File: config.mk
export PLATFORM = sky130hd
export DESIGN_NAME = lru_key_value_cache_core
export DESIGN_NICKNAME = d
export VERILOG_FILES = /design/src/rtl/lkvc_pkg.sv /design/src/rtl/lkvc_cell.sv /design/src/rtl/lru_key_value_cache_core.sv
export SDC_FILE = /design/constraint.sdc
export NUM_CORES = 1
export LEC_CHECK = 0
export BUFFER_PORTS_ARGS = -buffer_cell sky130_fd_sc_hd__buf_2
export CORE_MARGIN = 8
export CORE_UTILIZATION = 62
export DETAILED_ROUTE_END_ITERATION = 8
export PLACE_DENSITY = 0.89
export SYNTH_ARGS = -nofsm -noshare
export SYNTH_HDL_FRONTEND = slang
export SYNTH_SLANG_ARGS = --single-unit
File: constraint.sdc
create_clock -name i_clk -period 10.5 [get_ports i_clk]
set_input_delay 0.525 -clock i_clk [delete_from_list [all_inputs] [get_ports i_clk]]
set_output_delay 0.525 -clock i_clk [all_outputs]
set_load 0.01 [all_outputs]
File: src/rtl/lkvc_pkg.sv
// Shared types and constants for the LRU key-value cache.
// Used by lkvc_cell and lru_key_value_cache_core; depends on nothing.
package lkvc_pkg;

    localparam int MAX_ENTRIES = 8;
    localparam int DATA_W      = 32;
    localparam int CAP_W       = 4;
    localparam int CNT_W       = $clog2(MAX_ENTRIES + 1);
    localparam int CMP_W       = (CNT_W > CAP_W) ? CNT_W : CAP_W;
    localparam int CAP_RESET   = 8;

    typedef enum logic {
        OP_GET = 1'b0,
        OP_SET = 1'b1
    } t_op;

    typedef logic [DATA_W-1:0] t_data;
    typedef logic [CNT_W-1:0]  t_cnt;
    typedef logic [CAP_W-1:0]  t_cap;
    typedef logic [CMP_W-1:0]  t_cmp;

    // Broadcast from the controller to every cell.
    typedef struct packed {
        logic  upd;    // request in its update cycle
        logic  hit;    // key found somewhere in the row
        logic  set;    // request is a set
        logic  evict;  // miss set that drops the oldest entry
        t_data key;    // request key
    } t_cell_ctl;

endpackage

File: src/rtl/lkvc_cell.sv
// One recency slot of the LRU row: key, value, valid, plus ripple chains.
// Depends on lkvc_pkg.
module lkvc_cell (
    input  logic                i_clk,
    input  logic                i_rst_n,
    input  lkvc_pkg::t_cell_ctl i_ctl,
    // newer neighbor (or the front entry for slot 0)
    input  lkvc_pkg::t_data     i_prev_key,
    input  lkvc_pkg::t_data     i_prev_value,
    input  logic                i_prev_valid,
    // older neighbor
    input  logic                i_next_valid,
    input  logic                i_below_match,
    input  lkvc_pkg::t_data     i_below_value,
    input  lkvc_pkg::t_data     i_below_evkey,
    output lkvc_pkg::t_data     o_key,
    output lkvc_pkg::t_data     o_value,
    output logic                o_valid,
    output logic                o_below_match,
    output lkvc_pkg::t_data     o_below_value,
    output lkvc_pkg::t_data     o_below_evkey
);

    lkvc_pkg::t_data r_key;
    lkvc_pkg::t_data r_value;
    logic            r_valid;
    logic            match;
    logic            last;
    logic            take;

    assign match = r_valid && (r_key == i_ctl.key);
    assign last  = r_valid && !i_next_valid;

    // match chain: set if this slot or any older one matches
    assign o_below_match = match | i_below_match;
    assign o_below_value = match ? r_value : i_below_value;
    assign o_below_evkey = last ? r_key : i_below_evkey;

    // hit: slots up to the matching one move down one place
    // miss set with eviction: every valid slot moves, the oldest drops off
    // miss set without eviction: valid slots plus the first free one move
    always_comb begin
        take = 1'b0;
        if (i_ctl.upd) begin
            if (i_ctl.hit) begin
                take = o_below_match;
            end else if (i_ctl.set) begin
                take = i_ctl.evict ? r_valid : i_prev_valid;
            end
        end
    end

    always_ff @(posedge i_clk) begin
        if (!i_rst_n) begin
            r_valid <= 1'b0;
        end else if (take) begin
            r_valid <= i_prev_valid;
        end
    end

    always_ff @(posedge i_clk) begin
        if (take) begin
            r_key   <= i_prev_key;
            r_value <= i_prev_value;
        end
    end

    assign o_key   = r_key;
    assign o_value = r_value;
    assign o_valid = r_valid;

endmodule

File: src/rtl/lru_key_value_cache_core.sv
// Top level of the LRU key-value cache: request register, control, cell row.
// Depends on lkvc_pkg and lkvc_cell.
//
// Usage:
//  - Request channel: drive i_operation (0 get, 1 set), i_key, i_value and
//    raise start. The request is taken at an edge where start is high and
//    busy is low; busy is then high for one cycle.
//  - Result channel: o_valid is high for exactly one cycle with o_hit,
//    o_read_value, o_evicted and o_evicted_key. The receiver cannot stall
//    and must take the result in that cycle.
//  - Result timing: the accepting edge registers the request and raises
//    busy; the edge that ends busy loads the result and raises o_valid.
//  - Overlap: no new request is taken while busy. The compare, the match and
//    eviction ripple through the row of eight cells and the shift of the
//    row all happen in the update cycle; the accept cycle only
//    registers the request.
//  - Configuration: i_cfg_we writes i_cfg_wdata into the capacity register
//    (reset value 8; 0 acts as 1, values above the row length as the row
//    length). Write it only while idle.
//  - Reset (synchronous, active low): all slots invalid, fill count zero,
//    capacity 8, no result pending. Slot keys and values are not cleared.
//  - Slot 0 of the row is the most recent entry; the row shifts toward
//    higher slots as new entries come in.
module lru_key_value_cache_core (
    input  logic               i_clk,
    input  logic               i_rst_n,
    input  logic               start,
    output logic               busy,
    input  logic               i_operation,
    input  logic signed [31:0] i_key,
    input  logic signed [31:0] i_value,
    input  logic               i_cfg_we,
    input  logic [3:0]         i_cfg_wdata,
    output logic               o_valid,
    output logic               o_hit,
    output logic signed [31:0] o_read_value,
    output logic               o_evicted,
    output logic signed [31:0] o_evicted_key
);

    localparam int N = lkvc_pkg::MAX_ENTRIES;

    // request register
    logic               r_pend;
    lkvc_pkg::t_op      r_op;
    lkvc_pkg::t_data    r_key;
    lkvc_pkg::t_data    r_value;

    // state kept outside the row
    lkvc_pkg::t_cap     r_cap;
    lkvc_pkg::t_cnt     r_fill;
    lkvc_pkg::t_cnt     n_fill;

    // result registers
    logic               r_valid;
    logic               r_hit;
    lkvc_pkg::t_data    r_read_value;
    logic               r_evicted;
    lkvc_pkg::t_data    r_evicted_key;

    // row wiring: index 0 of the prev arrays is the front entry,
    // index j+1 is cell j; index N of the below chains is the row end
    lkvc_pkg::t_data    prev_key   [N+1];
    lkvc_pkg::t_data    prev_value [N+1];
    logic               prev_valid [N+1];
    logic               chain_match [N+1];
    lkvc_pkg::t_data    chain_value [N+1];
    lkvc_pkg::t_data    chain_evkey [N+1];

    lkvc_pkg::t_cell_ctl ctl;
    lkvc_pkg::t_cmp      cap_x;
    lkvc_pkg::t_cmp      eff_cap;
    logic                hit;
    logic                is_set;
    logic                evict;
    logic                accept;

    assign accept = start && !busy;
    assign busy   = r_pend;

    // saturate the capacity to 1..N
    assign cap_x = lkvc_pkg::t_cmp'(r_cap);
    always_comb begin
        eff_cap = cap_x;
        if (cap_x == '0) begin
            eff_cap = lkvc_pkg::t_cmp'(1);
        end else if (cap_x > lkvc_pkg::t_cmp'(N)) begin
            eff_cap = lkvc_pkg::t_cmp'(N);
        end
    end

    assign hit    = chain_match[0];
    assign is_set = (r_op == lkvc_pkg::OP_SET);
    assign evict  = is_set && !hit && (lkvc_pkg::t_cmp'(r_fill) >= eff_cap);

    assign ctl.upd   = r_pend;
    assign ctl.hit   = hit;
    assign ctl.set   = is_set;
    assign ctl.evict = evict;
    assign ctl.key   = r_key;

    // front entry: what slot 0 takes in the update cycle
    assign prev_key[0]   = r_key;
    assign prev_value[0] = is_set ? r_value : chain_value[0];
    assign prev_valid[0] = 1'b1;

    assign chain_match[N] = 1'b0;
    assign chain_value[N] = '0;
    assign chain_evkey[N] = '0;

    for (genvar j = 0; j < N; j++) begin : g_row
        logic next_valid;
        if (j == N - 1) begin : g_end
            assign next_valid = 1'b0;
        end else begin : g_mid
            assign next_valid = prev_valid[j+2];
        end

        lkvc_cell u_cell (
            .i_clk         (i_clk),
            .i_rst_n       (i_rst_n),
            .i_ctl         (ctl),
            .i_prev_key    (prev_key[j]),
            .i_prev_value  (prev_value[j]),
            .i_prev_valid  (prev_valid[j]),
            .i_next_valid  (next_valid),
            .i_below_match (chain_match[j+1]),
            .i_below_value (chain_value[j+1]),
            .i_below_evkey (chain_evkey[j+1]),
            .o_key         (prev_key[j+1]),
            .o_value       (prev_value[j+1]),
            .o_valid       (prev_valid[j+1]),
            .o_below_match (chain_match[j]),
            .o_below_value (chain_value[j]),
            .o_below_evkey (chain_evkey[j])
        );
    end

    // fill count grows only on a miss set that keeps every entry
    always_comb begin
        n_fill = r_fill;
        if (r_pend && is_set && !hit && !evict) begin
            n_fill = r_fill + lkvc_pkg::t_cnt'(1);
        end
    end

    always_ff @(posedge i_clk) begin
        if (!i_rst_n) begin
            r_pend  <= 1'b0;
            r_valid <= 1'b0;
            r_fill  <= '0;
            r_cap   <= lkvc_pkg::t_cap'(lkvc_pkg::CAP_RESET);
        end else begin
            r_pend  <= accept;
            r_valid <= r_pend;
            r_fill  <= n_fill;
            if (i_cfg_we) begin
                r_cap <= i_cfg_wdata;
            end
        end
    end

    always_ff @(posedge i_clk) begin
        if (accept) begin
            r_op    <= lkvc_pkg::t_op'(i_operation);
            r_key   <= i_key;
            r_value <= i_value;
        end
        if (r_pend) begin
            r_hit         <= hit;
            r_evicted     <= evict;
            r_evicted_key <= evict ? chain_evkey[0] : '0;
            if (is_set) begin
                r_read_value <= r_value;
            end else if (hit) begin
                r_read_value <= chain_value[0];
            end else begin
                r_read_value <= '1;
            end
        end
    end

    assign o_valid       = r_valid;
    assign o_hit         = r_hit;
    assign o_read_value  = r_read_value;
    assign o_evicted     = r_evicted;
    assign o_evicted_key = r_evicted_key;

endmodule

== Word-level counts from Yosys, hierarchy flattened ==
Cells that the tools add are included.

* Register bits after elaboration: 661
* Bits of input ports: 73
* Output and inout bits: 68
* Word-level logic and storage cells: 138

* $add $sub $neg: 1
* Order comparisons: 2
* Equal/unequal tests: 8
* Mux-type cells: 53
* Bitwise logic cells: 7
* Reductions and logical operators: 32

{| class="wikitable"
|+ Operators by type and width
! cell !! count
|-
| 32-bit 2-to-1 mux || 19
|-
| 32-bit equality test || 8
|-
| 1-bit 2-to-1 mux || 32
|-
| 1-bit logical AND || 21
|-
| 1-bit zero test || 10
|-
| 4-bit 2-to-1 mux || 2
|-
| 1-bit bitwise OR || 7
|-
| 4-bit by 1-bit adder with 4-bit output (second input constant) || 1
|-
| 4-bit >= comparator || 1
|-
| 4-bit greater-than comparator (second input constant) || 1
|-
| 4-bit zero test || 1
|}

== Longest topological paths before layout ==
* Depth after elaboration: 16
* Depth in mapped cells: 13
* Gate-level depth less buffers: 12

== Modules after synthesis ==
Synthesis repeated with hierarchy kept, for this count alone.

* Cells, all modules: 1817
* Area total of the unflattened synthesis: 31216.2 µm²

{| class="wikitable"
|+ Modules (own cells, without submodules)
! module !! instances !! cells an instance !! area an instance (µm²) !! sequential area each (µm²)
|-
| lkvc_cell || 8 || 190 || 3241.9 || 1941.9
|-
| lru_key_value_cache_core || 1 || 297 || 5281.3 || 4134.0
|}

== Least setup slack after synthesis ==
OpenSTA, ideal clock, no wires.

* Path kind: flip-flop to flip-flop
* Start point: reg r_pend, in the netlist busy
* End point: reg g_row[6].u_cell.r_key[0] (enable)
* Setup time: 0.574 ns
* Arrival time: 7.315 ns
* Required time: 9.926 ns
* Path slack: 2.610 ns
* Stages on the path, launching flop included: 6
* Path buffers: 2
* Period minus slack after synthesis: 7.890 ns
* Cells stage by stage: dfxtp_1 clkbuf_1 nand3_1 or3_1 clkbuf_1 o21ai_0

* Word-level cells in the longest chain between the ends: 1

{| class="wikitable"
|+ RTL lines
! what !! line !! RTL
|-
| start, declared || lru_key_value_cache_core.sv:44 || <nowiki>logic r_pend;</nowiki>
|-
| start signal, assigned || lru_key_value_cache_core.sv:154 || <nowiki>r_pend <= accept;</nowiki>
|-
| 1-bit 2-to-1 mux || lkvc_cell.sv:44 || <nowiki>if (i_ctl.upd) begin</nowiki>
|-
| via g_row[6].u_cell.take || lkvc_cell.sv:29 || <nowiki>logic take;</nowiki>
|-
| end signal, assigned || lkvc_cell.sv:63 || <nowiki>r_key <= i_prev_key;</nowiki>
|-
| end, declared || lkvc_cell.sv:24 || <nowiki>lkvc_pkg::t_data r_key;</nowiki>
|}

The timed path passes the listed nets, and every way through them passes these cells.
A chain may end at the register's enable or synchronous reset.

== Final worst setup path ==
* Start point: reg r_key[25]
* End point: reg g_row[5].u_cell.r_key[15] (enable)

* Word-level cells in the longest chain between the ends: 16
* Elaborated cells between the ends (all ways): 30
* Those cells by class: 8 x eq/ne; 4 x mux; 7 x bitwise; 11 x reduce/logical

{| class="wikitable"
|+ RTL lines
! what !! line !! RTL
|-
| start, declared || lru_key_value_cache_core.sv:46 || <nowiki>lkvc_pkg::t_data r_key;</nowiki>
|-
| start signal, assigned || lru_key_value_cache_core.sv:166 || <nowiki>r_key <= i_key;</nowiki>
|-
| 32-bit equality test || lkvc_cell.sv:31 || <nowiki>assign match = r_valid && (r_key == i_ctl.key);</nowiki>
|-
| 1-bit logical AND || lkvc_cell.sv:31 ||
|-
| 1-bit bitwise OR (7 in series) || lkvc_cell.sv:35 || <nowiki>assign o_below_match = match | i_below_match;</nowiki>
|-
| 1-bit zero test || lru_key_value_cache_core.sv:94 || <nowiki>assign evict = is_set && !hit && (lkvc_pkg::t_cmp'(r_fill) >= eff_cap);</nowiki>
|-
| 1-bit logical AND (2 in series) || lru_key_value_cache_core.sv:94 ||
|-
| 1-bit 2-to-1 mux || lkvc_cell.sv:48 || <nowiki>take = i_ctl.evict ? r_valid : i_prev_valid;</nowiki>
|-
| 1-bit 2-to-1 mux || lkvc_cell.sv:47 || <nowiki>end else if (i_ctl.set) begin</nowiki>
|-
| 1-bit 2-to-1 mux * || lkvc_cell.sv:45 || <nowiki>if (i_ctl.hit) begin</nowiki>
|-
| 1-bit 2-to-1 mux * || lkvc_cell.sv:44 ||
|-
| via g_row[5].u_cell.take || lkvc_cell.sv:29 ||
|-
| end signal, assigned || lkvc_cell.sv:63 ||
|-
| end, declared || lkvc_cell.sv:24 ||
|}

The timed path passes the listed nets; every way through them passes the cells marked *.

==> out/qor.txt <==
largest net degree at the start of global routing: 70
share of the synthesized area in the top cell type: 63.4%
Syn Inst Count: 2293
DR vias/cell: 6.93
Initial Utilization: 62.5%
DIE HEIGHT: 238 um
crit start category: register
status: finished clean
global route overflow: 0
clk slew on worst S/H paths: 0.06 ns
Pre-antenna DRT Iters: 6
R2R Path End: g_row[5].u_cell.o_key[15]$_DFFE_PP_
Final Hold Slack: 0.0757 ns
Worst IR Drop VDD: 168 uV
Tot GR Track Use: 32.8%
io pins: 141
clock tree root driver cell: clkbuf_16
main flop type after synthesis: edfxtp_1
Max Transition Viols Final: 0
die width: 238 um
number of synthesized flops with an enable pin: 643
post-CTS setup buffers: 0
htree depth: 3
Final Cycle Share: 50.9%
Routed WL per cell: 30.4 um
Longest Clk Path Bufs: 3
post-synthesis net count: 2371
Hold WC Path Type: primary input to register
Relative slew margins: 4.25%
CP max-delay cell: o21ai_4
Power, Total: 5.63 mW
Crit. Startpoint: r_key[25]$_DFFE_PP_
DRT iter0 DRCs: 3589
FF+latch count, synth: 661
count of buffer and inverter cells on the critical path: 2
Core Box Area: 0.0487 mm^2
worst-skew pair later-pin latency: 0.62 ns
Period minus WS final: 5.35 ns
final cell count without fillers: 3092
Static Leak: 11.5 nW
Syn Area/Cell: 13.3 um^2
layout cell share with drive strength beyond 1: 16.8%
most common cell in the netlist: edfxtp_1
Residual DRC: 0
R2R Setup Slk: 5.15 ns
DP Cell Count: 2966
pwr dens: 166 mW/mm^2
antenna violations before repair: 1
Inserted Clock Buffers: 69
post-synth cell types: 67
unrepaired setup endpoints after global routing: false
Worst R2R Path Depth: 9
Final HPWL DP: 63500 um
sequential fraction of the synthesis area: 64.6%
Post-synth ARST share: 0%
clk_skew: 0.0275 ns
count of warnings emitted by yosys: 0
Synth area leader: edfxtp_1
Max Clk Rate: 0.187 GHz
Worst Setup EP: g_row[5].u_cell.o_key[15]$_DFFE_PP_
Final nets: 2451
PortBufs: 140
crit-path max cell delay: 1.06 ns
crit path DAT: 5.60 ns
GPL Wtd Cong: 0.933
Area contributors post-synth: edfxtp_1 63%, xor2_1 4.1%, xnor2_1 3.4%
Synth Cell Area: 0.0304 mm^2
Post-CTS Hold Fix Bufs: 0
most instantiated cells after synthesis: 643 x edfxtp_1, 142 x xor2_1, 132 x nand2_1
post_cts resized: 0
Setup crit end kind: register
total routed wirelength: 94100 um
Area Overhead vs Synth: 11.2%
delay-heaviest family, CP: simple AND/OR/NAND/NOR gates
die area: 0.0565 mm^2
worst slew pin tran: 1.42 ns
crit path cell chain: xnor2_1, nand4_1, nor4_4, buf_4, nand3_2, nand4_1, or3_1, o21ai_4, buf_4
Max Cap Viol: 0
detailed-route via count: 21423
final setup fails: 0
crit path max fanout: 35
Setup CP Type: register to register
Crit path required time: 10.75 ns
row count: 81
hold path startpoint: i_value[20]
number of global-route vias before repair: 20901
Crit Reg-Reg Startpoint: r_key[25]$_DFFE_PP_
first-pass GRT wire length: 138000 um
post-route ant nets: 0
critical path depth in cells: 9
CTS sink cnt: 661
CTS tree: built
setup TNS: 0 ns
ant diodes: 0
final hold violations: 0
-- report_power, final --
part	switching (mW)	leakage, nW	internal, mW
registers	0.0515	6.01	2.91
logic	0.152	4.47	0.0785
clock network	1.06	1.06	1.37
total	1.27	11.5	4.36
-- per-layer routing --
metal  routed length (um)  vias to the layer above  track usage, %
li1                     -                     8949               -
met1                35200                    10384            45.6
met2                42600                     1839            50.3
met3                12700                      247            7.49
met4                 3610                        4            12.5
met5                   23                        -               0
-- registers in the layout, summed over array words and instances (netlist names), 8 cells and up --
signal,flops
g_row.u_cell.o_key,256
r_key,32
g_row.u_cell.o_valid,8
o_read_value,32
r_value,32
o_evicted_key,32
g_row.u_cell.o_value,256
-- cells in the final DEF, fill, tap and decap left out, types with 38 or more instances in the layout --
master / n
o21ai_0: 108
a21oi_1: 40
xnor2_1: 118
nand2_1: 131
nand4_1: 48
edfxtp_1: 643
nor2_1: 116
xor2_1: 142
clkbuf_16: 69
nor4_1: 57
inv_1: 77
nand3_1: 48
a211oi_1: 38
buf_4: 40
buf_2: 140
-- metrics by stage --
stage	util, %	setup WS [ns]	instance area, um^2
CTS	69.5	5.34	33900
global placement	64.9	5.63	31700
floorplan	-	2.61	30400
finish	69.5	5.15	33900
detailed placement	64.9	5.42	31700
global route	69.5	4.99	33900
-- worst reg2reg max path: cells and delay by family (launching register included) --
family	cells	cell delay (ns)
flip-flops	1	0.92
AO/OA/AOI/OAI	1	1.06
AND/OR/NAND/NOR	5	1.88
buffers and inverters	2	0.86
XOR/XNOR	1	0.22
-- layout make-up --
cell class / count / area [um^2]
Clock buffer: 83 / 1780
Clock inverter: 43 / 434
Fill cell: 3169 / 14900
Inverter: 78 / 293
Multi-Input combinational cell: 1383 / 9850
Sequential cell: 661 / 19700
Tap cell: 664 / 831
Timing Repair Buffer: 180 / 1000
-- cells by family (layout without fill, tap and decap cells) --
logic type,count (synthesis),in the layout,synth area share [%]
buf+inv,249,384,3.53
compound gates,465,465,11.6
simple gates,609,609,11.0
fa+ha+maj,5,5,0.205
mux,44,44,1.58
xor+xnor,260,260,7.48
flops,661,661,64.6
-- worst min-delay path by stage --
stage / endpoint / cells past startpoint
floorplan: g_row[3].u_cell.o_value[31]$_DFFE_PP_ / 0
global placement: g_row[5].u_cell.o_value[24]$_DFFE_PP_ / 0
detailed placement: g_row[4].u_cell.o_value[14]$_DFFE_PP_ / 0
CTS: r_value[20]$_DFFE_PP_ / 1
global route: r_value[20]$_DFFE_PP_ / 1
finish: r_value[20]$_DFFE_PP_ / 1
No activity file was read; power rests on OpenSTA's default activity.
